===== config.mk =====
export PLATFORM = sky130hd
export DESIGN_NAME = touch_press_debounce_and_position_top
export DESIGN_NICKNAME = d
export VERILOG_FILES = /design/src/tpd_pkg.sv /design/src/tpd_front.sv /design/src/tpd_queue.sv /design/src/tpd_div.sv /design/src/tpd_back.sv /design/src/touch_press_debounce_and_position_top.sv
export VERILOG_INCLUDE_DIRS = /design/src /design/src/src
export SDC_FILE = /design/constraint.sdc
export NUM_CORES = 1
export LEC_CHECK = 0
export BUFFER_PORTS_ARGS = -buffer_cell sky130_fd_sc_hd__clkbuf_2
export CORE_UTILIZATION = 60
export DETAILED_ROUTE_END_ITERATION = 7
export GPL_ROUTABILITY_DRIVEN = 0
export PLACE_DENSITY = 0.77
export SETUP_SLACK_MARGIN = 0.1
export SKIP_CTS_REPAIR_TIMING = 1
export SLEW_MARGIN = 40
export SYNTH_ARGS = -nofsm -noshare
export SYNTH_HDL_FRONTEND = slang
export SYNTH_SLANG_ARGS = --single-unit

===== constraint.sdc =====
create_clock -name clk -period 26.1 [get_ports clk]
set_input_delay 5.22 -clock clk [delete_from_list [all_inputs] [get_ports clk]]
set_output_delay 5.22 -clock clk [all_outputs]
set_load 0.03 [all_outputs]

===== src/touch_press_debounce_and_position_top_defines.svh =====
// Assertion macros for the touch press block.
`ifndef TOUCH_PRESS_DEBOUNCE_AND_POSITION_TOP_DEFINES_SVH
`define TOUCH_PRESS_DEBOUNCE_AND_POSITION_TOP_DEFINES_SVH

// Same-cycle implication, checked out of reset.
`define TPD_ASSERT_NOW(label, ante, cons, msg) \
    label: assert property (@(posedge clk) disable iff (!rst_n) (ante) |-> (cons)) \
        else $error(msg);

// Next-cycle implication, checked out of reset.
`define TPD_ASSERT_NEXT(label, ante, cons, msg) \
    label: assert property (@(posedge clk) disable iff (!rst_n) (ante) |=> (cons)) \
        else $error(msg);

`endif


===== src/tpd_pkg.sv =====
// Shared types and constants for the touch press block.
package tpd_pkg;

    localparam int SAMPLES_DEFAULT = 10;
    localparam int SAMPLES_MAX     = 16;

    localparam int RAW_W      = 12;
    localparam int PIX_W      = 13;
    localparam int OUT_W      = 16;
    localparam int MS_W       = 32;
    localparam int DEB_W      = 16;
    localparam int SUM_W      = RAW_W + $clog2(SAMPLES_MAX);
    localparam int CNT_W      = $clog2(SAMPLES_MAX + 1);
    localparam int CFG_IDX_W  = 3;
    localparam int CFG_DATA_W = 16;
    localparam int DIV_N_W    = 24;
    localparam int DIV_D_W    = RAW_W;
    localparam int QUEUE_DEPTH = 2;

    localparam logic [OUT_W-1:0] NO_POSITION = '1;

    localparam logic FUNC_TICK = 1'b0;
    localparam logic FUNC_MEAS = 1'b1;

    typedef enum logic [CFG_IDX_W-1:0] {
        REG_RAW_X_START    = 3'd0,
        REG_RAW_X_END      = 3'd1,
        REG_RAW_Y_START    = 3'd2,
        REG_RAW_Y_END      = 3'd3,
        REG_PIXEL_WIDTH    = 3'd4,
        REG_PIXEL_HEIGHT   = 3'd5,
        REG_PRESSURE_LIMIT = 3'd6,
        REG_DEBOUNCE_MS    = 3'd7
    } cfg_index_t;

    typedef struct packed {
        logic             func;
        logic             pen_down;
        logic [RAW_W-1:0] z1_raw;
        logic [RAW_W-1:0] z2_raw;
        logic [RAW_W-1:0] x_raw;
        logic [RAW_W-1:0] y_raw;
    } req_t;

    typedef struct packed {
        logic             pressed;
        logic             position_ready;
        logic [OUT_W-1:0] x_pixel;
        logic [OUT_W-1:0] y_pixel;
    } rsp_t;

    typedef struct packed {
        logic [RAW_W-1:0] raw_x_start;
        logic [RAW_W-1:0] raw_x_end;
        logic [RAW_W-1:0] raw_y_start;
        logic [RAW_W-1:0] raw_y_end;
        logic [PIX_W-1:0] pixel_width;
        logic [PIX_W-1:0] pixel_height;
        logic [RAW_W-1:0] pressure_limit;
        logic [DEB_W-1:0] debounce_ms;
    } cfg_t;

    // Classified measurement handed from front to back.
    typedef struct packed {
        logic             pressed;
        logic             ready;
        logic [SUM_W-1:0] sum_x;
        logic [SUM_W-1:0] sum_y;
        logic [CNT_W-1:0] count;
    } job_t;

    typedef struct packed {
        logic               start;
        logic [DIV_N_W-1:0] dividend;
        logic [DIV_D_W-1:0] divisor;
    } div_req_t;

    typedef struct packed {
        logic               done;
        logic [DIV_N_W-1:0] quotient;
    } div_rsp_t;

endpackage


===== src/tpd_front.sv =====
// Front end: millisecond counter, press debounce and window accumulation.
module tpd_front #(
    parameter int SAMPLES_PER_POSITION = tpd_pkg::SAMPLES_DEFAULT
) (
    input  logic          clk,
    input  logic          rst_n,
    input  tpd_pkg::cfg_t cfg,
    input  logic          req_valid,
    output logic          req_ready,
    input  tpd_pkg::req_t req,
    output logic          job_valid,
    input  logic          job_ready,
    output tpd_pkg::job_t job
);
    import tpd_pkg::*;

    logic [MS_W-1:0]  now_ms_reg, debounce_start_reg, debounce_start_next;
    logic             debounce_active_reg, debounce_active_next;
    logic             touched_reg, touched_next;
    logic [SUM_W-1:0] sum_x_reg, sum_y_reg, sum_x_next, sum_y_next;
    logic [CNT_W-1:0] count_reg, count_next;

    logic             accept;
    logic [RAW_W-1:0] pressure;
    logic             firm;
    logic [MS_W-1:0]  elapsed;
    logic             pressed;
    logic             ready;
    logic [SUM_W-1:0] sum_x_add, sum_y_add;
    logic [CNT_W-1:0] count_add;

    assign req_ready = job_ready;
    assign accept    = req_valid && req_ready;
    assign job_valid = accept && (req.func == FUNC_MEAS);

    assign pressure = (req.z2_raw > req.z1_raw) ? (req.z2_raw - req.z1_raw)
                                                : (req.z1_raw - req.z2_raw);
    assign firm     = pressure <= cfg.pressure_limit;
    // A fresh debounce starts at zero elapsed time.
    assign elapsed  = debounce_active_reg ? (now_ms_reg - debounce_start_reg) : '0;

    always_comb
    begin
        touched_next         = touched_reg;
        debounce_active_next = debounce_active_reg;
        debounce_start_next  = debounce_start_reg;
        if (req.pen_down)
        begin
            if (!touched_reg && firm)
            begin
                debounce_active_next = 1'b1;
                if (!debounce_active_reg)
                begin
                    debounce_start_next = now_ms_reg;
                end
                if (elapsed >= MS_W'(cfg.debounce_ms))
                begin
                    touched_next         = 1'b1;
                    debounce_active_next = 1'b0;
                end
            end
            else if (touched_reg && !firm)
            begin
                touched_next = 1'b0;
            end
            else
            begin
                debounce_active_next = 1'b0;
            end
        end
    end

    assign pressed   = req.pen_down && touched_next;
    assign sum_x_add = sum_x_reg + SUM_W'(req.x_raw);
    assign sum_y_add = sum_y_reg + SUM_W'(req.y_raw);
    assign count_add = count_reg + 1'b1;

    always_comb
    begin
        if (pressed)
        begin
            ready     = count_add >= CNT_W'(SAMPLES_PER_POSITION);
            job.sum_x = sum_x_add;
            job.sum_y = sum_y_add;
            job.count = count_add;
        end
        else
        begin
            // Not pressed closes a non-empty window early.
            ready     = count_reg != '0;
            job.sum_x = sum_x_reg;
            job.sum_y = sum_y_reg;
            job.count = count_reg;
        end
        job.pressed = pressed;
        job.ready   = ready;

        if (ready)
        begin
            sum_x_next = '0;
            sum_y_next = '0;
            count_next = '0;
        end
        else
        begin
            sum_x_next = job.sum_x;
            sum_y_next = job.sum_y;
            count_next = job.count;
        end
    end

    always_ff @(posedge clk or negedge rst_n)
    begin
        if (!rst_n)
        begin
            now_ms_reg          <= '0;
            debounce_start_reg  <= '0;
            debounce_active_reg <= 1'b0;
            touched_reg         <= 1'b0;
            sum_x_reg           <= '0;
            sum_y_reg           <= '0;
            count_reg           <= '0;
        end
        else if (accept)
        begin
            if (req.func == FUNC_TICK)
            begin
                now_ms_reg <= now_ms_reg + 1'b1;
            end
            else
            begin
                debounce_start_reg  <= debounce_start_next;
                debounce_active_reg <= debounce_active_next;
                touched_reg         <= touched_next;
                sum_x_reg           <= sum_x_next;
                sum_y_reg           <= sum_y_next;
                count_reg           <= count_next;
            end
        end
    end

endmodule


===== src/tpd_queue.sv =====
// Short queue of classified measurements between front and back.
module tpd_queue (
    input  logic          clk,
    input  logic          rst_n,
    input  logic          push,
    input  tpd_pkg::job_t push_job,
    output logic          not_full,
    input  logic          pop,
    output tpd_pkg::job_t pop_job,
    output logic          not_empty
);
    import tpd_pkg::*;

    localparam int PTR_W = (QUEUE_DEPTH > 1) ? $clog2(QUEUE_DEPTH) : 1;
    localparam int FILL_W = $clog2(QUEUE_DEPTH + 1);

    job_t              slot_reg [QUEUE_DEPTH];
    logic [PTR_W-1:0]  wr_ptr_reg, rd_ptr_reg;
    logic [FILL_W-1:0] fill_reg;

    assign not_full  = fill_reg != FILL_W'(QUEUE_DEPTH);
    assign not_empty = fill_reg != '0;
    assign pop_job   = slot_reg[rd_ptr_reg];

    function automatic logic [PTR_W-1:0] bump(input logic [PTR_W-1:0] p);
        return (p == PTR_W'(QUEUE_DEPTH - 1)) ? '0 : p + 1'b1;
    endfunction

    always_ff @(posedge clk)
    begin
        if (push)
        begin
            slot_reg[wr_ptr_reg] <= push_job;
        end
    end

    always_ff @(posedge clk or negedge rst_n)
    begin
        if (!rst_n)
        begin
            wr_ptr_reg <= '0;
            rd_ptr_reg <= '0;
            fill_reg   <= '0;
        end
        else
        begin
            if (push)
            begin
                wr_ptr_reg <= bump(wr_ptr_reg);
            end
            if (pop)
            begin
                rd_ptr_reg <= bump(rd_ptr_reg);
            end
            if (push && !pop)
            begin
                fill_reg <= fill_reg + 1'b1;
            end
            else if (pop && !push)
            begin
                fill_reg <= fill_reg - 1'b1;
            end
        end
    end

endmodule


===== src/tpd_div.sv =====
// Restoring divider, one quotient bit per cycle.
module tpd_div (
    input  logic              clk,
    input  logic              rst_n,
    input  tpd_pkg::div_req_t req,
    output tpd_pkg::div_rsp_t rsp
);
    import tpd_pkg::*;

    localparam int STEP_W = $clog2(DIV_N_W);

    logic               busy_reg;
    logic               done_reg;
    logic [STEP_W-1:0]  step_reg;
    logic [DIV_D_W-1:0] divisor_reg;
    logic [DIV_D_W-1:0] rem_reg;
    logic [DIV_N_W-1:0] quo_reg;

    logic [DIV_D_W:0]   trial;
    logic               fits;
    logic [DIV_D_W-1:0] rem_next;

    assign trial    = {rem_reg, quo_reg[DIV_N_W-1]};
    assign fits     = trial >= {1'b0, divisor_reg};
    assign rem_next = fits ? DIV_D_W'(trial - {1'b0, divisor_reg}) : trial[DIV_D_W-1:0];

    assign rsp.done     = done_reg;
    assign rsp.quotient = quo_reg;

    always_ff @(posedge clk)
    begin
        if (req.start)
        begin
            divisor_reg <= req.divisor;
            rem_reg     <= '0;
            quo_reg     <= req.dividend;
        end
        else if (busy_reg)
        begin
            rem_reg <= rem_next;
            quo_reg <= {quo_reg[DIV_N_W-2:0], fits};
        end
    end

    always_ff @(posedge clk or negedge rst_n)
    begin
        if (!rst_n)
        begin
            busy_reg <= 1'b0;
            done_reg <= 1'b0;
            step_reg <= '0;
        end
        else
        begin
            done_reg <= 1'b0;
            if (req.start)
            begin
                busy_reg <= 1'b1;
                step_reg <= STEP_W'(DIV_N_W - 1);
            end
            else if (busy_reg)
            begin
                step_reg <= step_reg - 1'b1;
                if (step_reg == '0)
                begin
                    busy_reg <= 1'b0;
                    done_reg <= 1'b1;
                end
            end
        end
    end

endmodule


===== src/tpd_back.sv =====
// Back end: window average, clamp and pixel mapping, result register.
module tpd_back (
    input  logic              clk,
    input  logic              rst_n,
    input  tpd_pkg::cfg_t     cfg,
    input  logic              job_valid,
    input  tpd_pkg::job_t     job,
    output logic              job_pop,
    output tpd_pkg::div_req_t div_req,
    input  tpd_pkg::div_rsp_t div_rsp,
    output logic              rsp_valid,
    input  logic              rsp_ready,
    output tpd_pkg::rsp_t     rsp
);
    import tpd_pkg::*;

    typedef enum logic [2:0] {
        S_IDLE,
        S_AVG_X,
        S_AVG_Y,
        S_MAP_X,
        S_DIV_X,
        S_MAP_Y,
        S_DIV_Y,
        S_FIN
    } state_t;

    state_t             state_reg;
    logic               pressed_reg;
    logic [SUM_W-1:0]   sum_y_reg;
    logic [CNT_W-1:0]   count_reg;
    logic [RAW_W-1:0]   avg_x_reg, avg_y_reg;
    logic [OUT_W-1:0]   x_pix_reg;
    div_req_t           div_req_reg;
    logic               rsp_valid_reg;
    rsp_t               rsp_reg;

    logic               out_free;
    logic [RAW_W-1:0]   avg, lo, hi, clamped, span;
    logic [PIX_W-1:0]   pix;
    logic [RAW_W+PIX_W-1:0] product;

    assign out_free  = !rsp_valid_reg || rsp_ready;
    assign job_pop   = (state_reg == S_IDLE) && job_valid && out_free;
    assign div_req   = div_req_reg;
    assign rsp_valid = rsp_valid_reg;
    assign rsp       = rsp_reg;

    // One clamp and multiplier shared by both axes.
    always_comb
    begin
        if (state_reg == S_MAP_Y)
        begin
            avg = avg_y_reg;
            lo  = cfg.raw_y_start;
            hi  = cfg.raw_y_end;
            pix = cfg.pixel_height;
        end
        else
        begin
            avg = avg_x_reg;
            lo  = cfg.raw_x_start;
            hi  = cfg.raw_x_end;
            pix = cfg.pixel_width;
        end
        if (avg < lo)
        begin
            clamped = lo;
        end
        else if (avg > hi)
        begin
            clamped = hi;
        end
        else
        begin
            clamped = avg;
        end
        span    = hi - lo;
        product = (clamped - lo) * pix;
    end

    always_ff @(posedge clk or negedge rst_n)
    begin
        if (!rst_n)
        begin
            state_reg     <= S_IDLE;
            div_req_reg   <= '0;
            rsp_valid_reg <= 1'b0;
            rsp_reg       <= '0;
            pressed_reg   <= 1'b0;
            sum_y_reg     <= '0;
            count_reg     <= '0;
            avg_x_reg     <= '0;
            avg_y_reg     <= '0;
            x_pix_reg     <= '0;
        end
        else
        begin
            div_req_reg.start <= 1'b0;
            if (rsp_valid_reg && rsp_ready)
            begin
                rsp_valid_reg <= 1'b0;
            end
            case (state_reg)
                S_IDLE:
                begin
                    if (job_pop)
                    begin
                        if (!job.ready)
                        begin
                            rsp_reg       <= '{job.pressed, 1'b0, NO_POSITION, NO_POSITION};
                            rsp_valid_reg <= 1'b1;
                        end
                        else
                        begin
                            pressed_reg <= job.pressed;
                            sum_y_reg   <= job.sum_y;
                            count_reg   <= job.count;
                            div_req_reg <= '{1'b1, DIV_N_W'(job.sum_x), DIV_D_W'(job.count)};
                            state_reg   <= S_AVG_X;
                        end
                    end
                end
                S_AVG_X:
                begin
                    if (div_rsp.done)
                    begin
                        avg_x_reg   <= div_rsp.quotient[RAW_W-1:0];
                        div_req_reg <= '{1'b1, DIV_N_W'(sum_y_reg), DIV_D_W'(count_reg)};
                        state_reg   <= S_AVG_Y;
                    end
                end
                S_AVG_Y:
                begin
                    if (div_rsp.done)
                    begin
                        avg_y_reg <= div_rsp.quotient[RAW_W-1:0];
                        state_reg <= S_MAP_X;
                    end
                end
                S_MAP_X:
                begin
                    if (hi <= lo)
                    begin
                        x_pix_reg <= NO_POSITION;
                        state_reg <= S_MAP_Y;
                    end
                    else
                    begin
                        div_req_reg <= '{1'b1, DIV_N_W'(product), span};
                        state_reg   <= S_DIV_X;
                    end
                end
                S_DIV_X:
                begin
                    if (div_rsp.done)
                    begin
                        x_pix_reg <= div_rsp.quotient[OUT_W-1:0];
                        state_reg <= S_MAP_Y;
                    end
                end
                S_MAP_Y:
                begin
                    if (hi <= lo)
                    begin
                        rsp_reg.y_pixel <= NO_POSITION;
                        state_reg       <= S_FIN;
                    end
                    else
                    begin
                        div_req_reg <= '{1'b1, DIV_N_W'(product), span};
                        state_reg   <= S_DIV_Y;
                    end
                end
                S_DIV_Y:
                begin
                    if (div_rsp.done)
                    begin
                        rsp_reg.y_pixel <= div_rsp.quotient[OUT_W-1:0];
                        state_reg       <= S_FIN;
                    end
                end
                S_FIN:
                begin
                    // y_pixel already sits in the result register; no previous item waits there, since
                    // the job was popped only with the output free; the rest is written here.
                    if (out_free)
                    begin
                        rsp_reg.pressed        <= pressed_reg;
                        rsp_reg.position_ready <= 1'b1;
                        rsp_reg.x_pixel        <= x_pix_reg;
                        rsp_valid_reg          <= 1'b1;
                        state_reg              <= S_IDLE;
                    end
                end
                default:
                begin
                    state_reg <= S_IDLE;
                end
            endcase
        end
    end

endmodule


===== src/touch_press_debounce_and_position_top.sv =====
// Top level of the touch press debounce and position block.
//
//  channel | signals                              | moves
//  --------+--------------------------------------+---------------------------------
//  req     | req_valid, req_ready, req            | tick or touch measurement item
//  rsp     | rsp_valid, rsp_ready, rsp            | one result item per measurement
//  cfg     | cfg_valid, cfg_ready, cfg_index/data | register write, always ready
//
//  A tick or a measurement item is taken by the front end while the queue is not full; a
//  tick gives no result. A measurement that closes no window goes through a queue slot,
//  is popped by the idle back end when the output is free and is offered on rsp from the
//  result register. A closing window takes up to four passes of the shared 24-step divider
//  (two averages, two pixel scales; a pixel scale is skipped when its calibration is bad).
//  The front keeps taking items while the back works, until the 2-entry queue fills.
//  Reset loads the register defaults and clears all control state; there is no clearing pass.
`include "touch_press_debounce_and_position_top_defines.svh"

module touch_press_debounce_and_position_top #(
    parameter int SAMPLES_PER_POSITION = tpd_pkg::SAMPLES_DEFAULT
) (
    input  logic                               clk,
    input  logic                               rst_n,
    input  logic                               req_valid,
    output logic                               req_ready,
    input  tpd_pkg::req_t                      req,
    output logic                               rsp_valid,
    input  logic                               rsp_ready,
    output tpd_pkg::rsp_t                      rsp,
    input  logic                               cfg_valid,
    output logic                               cfg_ready,
    input  logic [tpd_pkg::CFG_IDX_W-1:0]      cfg_index,
    input  logic [tpd_pkg::CFG_DATA_W-1:0]     cfg_data
);
    import tpd_pkg::*;

    cfg_t     cfg_reg;
    job_t     front_job, queue_job;
    logic     front_push, queue_not_full, queue_not_empty, back_pop;
    div_req_t div_req;
    div_rsp_t div_rsp;

    // Register file, always ready; host must write only while the block is idle (not enforced).
    assign cfg_ready = 1'b1;

    always_ff @(posedge clk or negedge rst_n)
    begin
        if (!rst_n)
        begin
            cfg_reg.raw_x_start    <= '0;
            cfg_reg.raw_x_end      <= RAW_W'(4095);
            cfg_reg.raw_y_start    <= '0;
            cfg_reg.raw_y_end      <= RAW_W'(4095);
            cfg_reg.pixel_width    <= PIX_W'(320);
            cfg_reg.pixel_height   <= PIX_W'(240);
            cfg_reg.pressure_limit <= RAW_W'(1000);
            cfg_reg.debounce_ms    <= DEB_W'(50);
        end
        else if (cfg_valid && cfg_ready)
        begin
            case (cfg_index_t'(cfg_index))
                REG_RAW_X_START:    cfg_reg.raw_x_start    <= cfg_data[RAW_W-1:0];
                REG_RAW_X_END:      cfg_reg.raw_x_end      <= cfg_data[RAW_W-1:0];
                REG_RAW_Y_START:    cfg_reg.raw_y_start    <= cfg_data[RAW_W-1:0];
                REG_RAW_Y_END:      cfg_reg.raw_y_end      <= cfg_data[RAW_W-1:0];
                REG_PIXEL_WIDTH:    cfg_reg.pixel_width    <= cfg_data[PIX_W-1:0];
                REG_PIXEL_HEIGHT:   cfg_reg.pixel_height   <= cfg_data[PIX_W-1:0];
                REG_PRESSURE_LIMIT: cfg_reg.pressure_limit <= cfg_data[RAW_W-1:0];
                REG_DEBOUNCE_MS:    cfg_reg.debounce_ms    <= cfg_data[DEB_W-1:0];
                default:            cfg_reg                <= cfg_reg;
            endcase
        end
    end

    // Front: time base, debounce and window sums; pushes one job per measurement.
    tpd_front #(
        .SAMPLES_PER_POSITION(SAMPLES_PER_POSITION)
    ) u_front (
        .clk      (clk),
        .rst_n    (rst_n),
        .cfg      (cfg_reg),
        .req_valid(req_valid),
        .req_ready(req_ready),
        .req      (req),
        .job_valid(front_push),
        .job_ready(queue_not_full),
        .job      (front_job)
    );

    // Queue lets the front run on while the back divides.
    tpd_queue u_queue (
        .clk      (clk),
        .rst_n    (rst_n),
        .push     (front_push),
        .push_job (front_job),
        .not_full (queue_not_full),
        .pop      (back_pop),
        .pop_job  (queue_job),
        .not_empty(queue_not_empty)
    );

    // Back: averaging and mapping through one shared divider.
    tpd_back u_back (
        .clk      (clk),
        .rst_n    (rst_n),
        .cfg      (cfg_reg),
        .job_valid(queue_not_empty),
        .job      (queue_job),
        .job_pop  (back_pop),
        .div_req  (div_req),
        .div_rsp  (div_rsp),
        .rsp_valid(rsp_valid),
        .rsp_ready(rsp_ready),
        .rsp      (rsp)
    );

    tpd_div u_div (
        .clk(clk),
        .rst_n(rst_n),
        .req(div_req),
        .rsp(div_rsp)
    );

    // A result with no closed window carries no position.
    `TPD_ASSERT_NOW(a_no_pos_marker, rsp_valid && !rsp.position_ready, rsp.x_pixel == NO_POSITION && rsp.y_pixel == NO_POSITION, "result without window carries a position")
    // Bad x calibration forces the marker even when a window closed.
    `TPD_ASSERT_NOW(a_bad_cal_x, rsp_valid && rsp.position_ready && cfg_reg.raw_x_end <= cfg_reg.raw_x_start, rsp.x_pixel == NO_POSITION, "bad x calibration gave a position")
    // A good mapping never lands past the pixel count.
    `TPD_ASSERT_NOW(a_x_in_range, rsp_valid && rsp.position_ready && cfg_reg.raw_x_end > cfg_reg.raw_x_start, rsp.x_pixel <= OUT_W'(cfg_reg.pixel_width), "x pixel beyond width")
    // A popped job that closes no window is offered as a result in the next cycle.
    `TPD_ASSERT_NEXT(a_plain_job_out, back_pop && !queue_job.ready, rsp_valid && !rsp.position_ready, "plain job did not reach the result register")

endmodule

==> key figures <==
Outcome
  – Status: completed

Synthesis
  – EDFF count, synth: 114
  – Post-synthesis sequential area ratio: about two fifths
  – Net count after synthesis: 3541
  – Yosys warnings: 0
  – Cell Area, Synth: roughly 32000 µm²
  – Post-Syn Area per Cell: slightly above 10 µm²
  – Syn Inst Count: 3091
  – Ys async rst share: about three quarters
  – Yosys cell types: 82
  – Primary FF master, synth: dfrtp_1
  – Synthesized flop and latch total: about 480

GRT
  – Vias in the first global route: ~24000
  – GRT Total Usage: ~28%
  – Initial antenna violation count: 0
  – Overflow after GRT: 0
  – First-pass GRT wire length: 120000 µm
  – Largest net degree at the start of global routing: 110

Route
  – Antenna-violating nets left: 0
  – Initial DRC Count: 1903
  – Drt first pass iters: 7
  – DR DRC count: 0
  – Via/cell ratio: slightly below 6
  – Vias post-DR: between 20000 and 25000
  – Drt total wl: ~74000 µm
  – Avg WL per Cell: about 19 µm

STA
  – RSZ-0062 raised after global routing: false
  – Clk_skew: between 20 and 30 ps
  – Final setup TNS: 0 ps
  – Final setup vio count: 0
  – Tmin final: 12230 ps
  – Tightest Pin Transition: about 850 ps
  – Achievable frequency: 81.7 MHz
  – Slew Limit Fails: 0
  – Period utilization: 46.9%
  – Slew HR: 42.1%
  – Fin. Hold Viols: 0

CTS
  – Clock-pin slew on the worst setup and hold paths: about 60 ps
  – Root Buffer: clkbuf_16
  – Sink Count: between 400 and 500
  – Clock latency on the worst-skew pair: approximately 600 ps
  – CTS tree: done
  – Num CTS Buffers: 50
  – Clock buffer depth: 3
  – H-tree lvl count: 2

Setup path
  – Endpoint class of the critical path: flip-flop
  – Largest stage delay, worst path: 610 ps
  – Worst Path Required: 26590 ps
  – Crit Path Category: flip-flop to flip-flop
  – CP max stage cell: dfrtp_1
  – Crit start category: flip-flop
  – Data arrival, critical path: around 13000 ps
  – Worst-path maximum fanout: between 50 and 60
  – Worst path most repeated cell: o21a_1

Cells and area
  – Flip-flop count of the largest register after layout: about 100
  – Layout Utilization: 66.8%
  – Non-filler instance count after layout: between 3000 and 4000
  – Nets: 3621
  – Fraction of layout cells with a size suffix above 1: around 16%
  – Area growth syn-to-layout: 9.78%
  – ANT cells: 0

Floorplanning
  – Core box area: roughly 53000 µm²
  – Die ar.: ~54000 µm²
  – Starting Density: 60.9%
  – Row cnt: 84
  – Ports: between 100 and 150
  – Die H: 233 µm
  – Die Wd: around 230 µm

Place
  – Cells after DPL: 3806
  – Port buffer count: 109
  – Hpwl dp: 54800 µm

Run
  – Max-cap viol count: 0

Worst hold path
  – Worst hold-check path type: flip-flop to flip-flop
[routing by layer]
metal	vias to the layer above	part of all wire [%]	GRT usage (%)
li1	10715	-	-
met3	160	5.2	3.50
met4	0	3.1	9.76
met5	-	0	0
met2	684	49	46.5
met1	11624	43	37.4
[cells by family after synthesis]
kind of cell	after synthesis	share of synthesized area, %
other	1	0.0117
and+or+nand+nor	742	10.6
AOI/OAI and AO/OA	558	11.6
buffers and inverters	481	5.77
DFF	479	39.1
xor gates and xnor gates	148	4.04
adders and majority gates	376	18.4
muxes	306	10.5
[Yosys cell counts, types with 9 or more instances]
master	count	area share (%)
fa_1	159	9.9
clkbuf_1	86	1.0
a21oi_1	105	1.6
a221o_1	9	0.28
o21bai_1	20	0.47
ha_1	217	8.5
o21a_1	21	0.49
nand2b_1	40	0.78
a21o_1	54	1.3
dfrtp_1	314	25
edfxtp_1	114	11
nor3_1	31	0.48
and2_1	17	0.33
o22a_1	33	0.90
xnor2_1	108	3.0
buf_1	13	0.15
nor2_1	214	2.5
o211ai_1	12	0.28
xor2_1	40	1.1
dfxtp_1	12	0.75
o31ai_1	11	0.26
a22o_1	31	0.85
inv_1	369	4.3
nand4_1	32	0.62
nand2_1	277	3.2
mux2_4	10	0.47
a21boi_0	16	0.37
and3_1	20	0.39
mux2_2	191	6.7
nor2b_1	30	0.59
mux2i_1	104	3.2
dfstp_2	39	3.2
a211oi_1	16	0.37
o21ai_0	163	2.5
nand3_1	33	0.52
[layout by cell type, fill, tap and decap left out, drive strengths merged, types with 105 or more instances in the layout]
master / instances
xnor2: 108
nand2: 277
nor2: 214
fa: 159
inv: 371
ha: 217
dfrtp: 314
a21oi: 105
edfxtp: 114
o21ai: 169
clkbuf: 172
mux2: 202
[cell type report]
type	instances	area [µm²]
Clock buffer	64	1410
Clock inverter	29	347
Fill cell	3900	17500
Inverter	370	1390
Multi-Input combinational cell	2131	17800
Sequential cell	479	12500
Tap cell	688	861
Timing Repair Buffer	139	885
[worst paths after layout]
| check | from | slack, ps | to | cells after the start |
|---|---|---|---|---|
| hold reg to reg | u_back.div_req[6] | 450 | u_div.divisor_reg[6] | 0 |
| setup / recovery | u_back.state_reg[1] | 13870 | u_back.div_req[35] | 46 |
| min in group asynchronous | rst_n | 4520 | u_back.rsp[21] | 1 |
| max in group asynchronous | rst_n | 20140 | cfg_reg[100] | 3 |
| hold / removal | u_back.div_req[6] | 450 | u_div.divisor_reg[6] | 0 |
| setup reg to reg | u_back.state_reg[1] | 13870 | u_back.div_req[35] | 46 |
[through the flow]
step                      setup WS [ps]  hold slack, ps  area, µm²
after global placement            14170             430      33200
final                             13870             446      35200
after floorplan                   15420             425      32100
after detailed placement          14040             433      33400
after global routing              12920             455      35200
after CTS                         14020             442      35100
[critical path: cells and delay by family, from the launching register on]
kind            cells  cell delay, ps
xor+xnor            1              90
flops               1             610
buf+inv             7            1350
mux                 2             760
simple gates        5             940
fa+ha+maj           9            3900
compound gates     22            4380
Power is not shown: default switching activity piles up to over one toggle a cycle in this logic, so the estimate is an artifact.
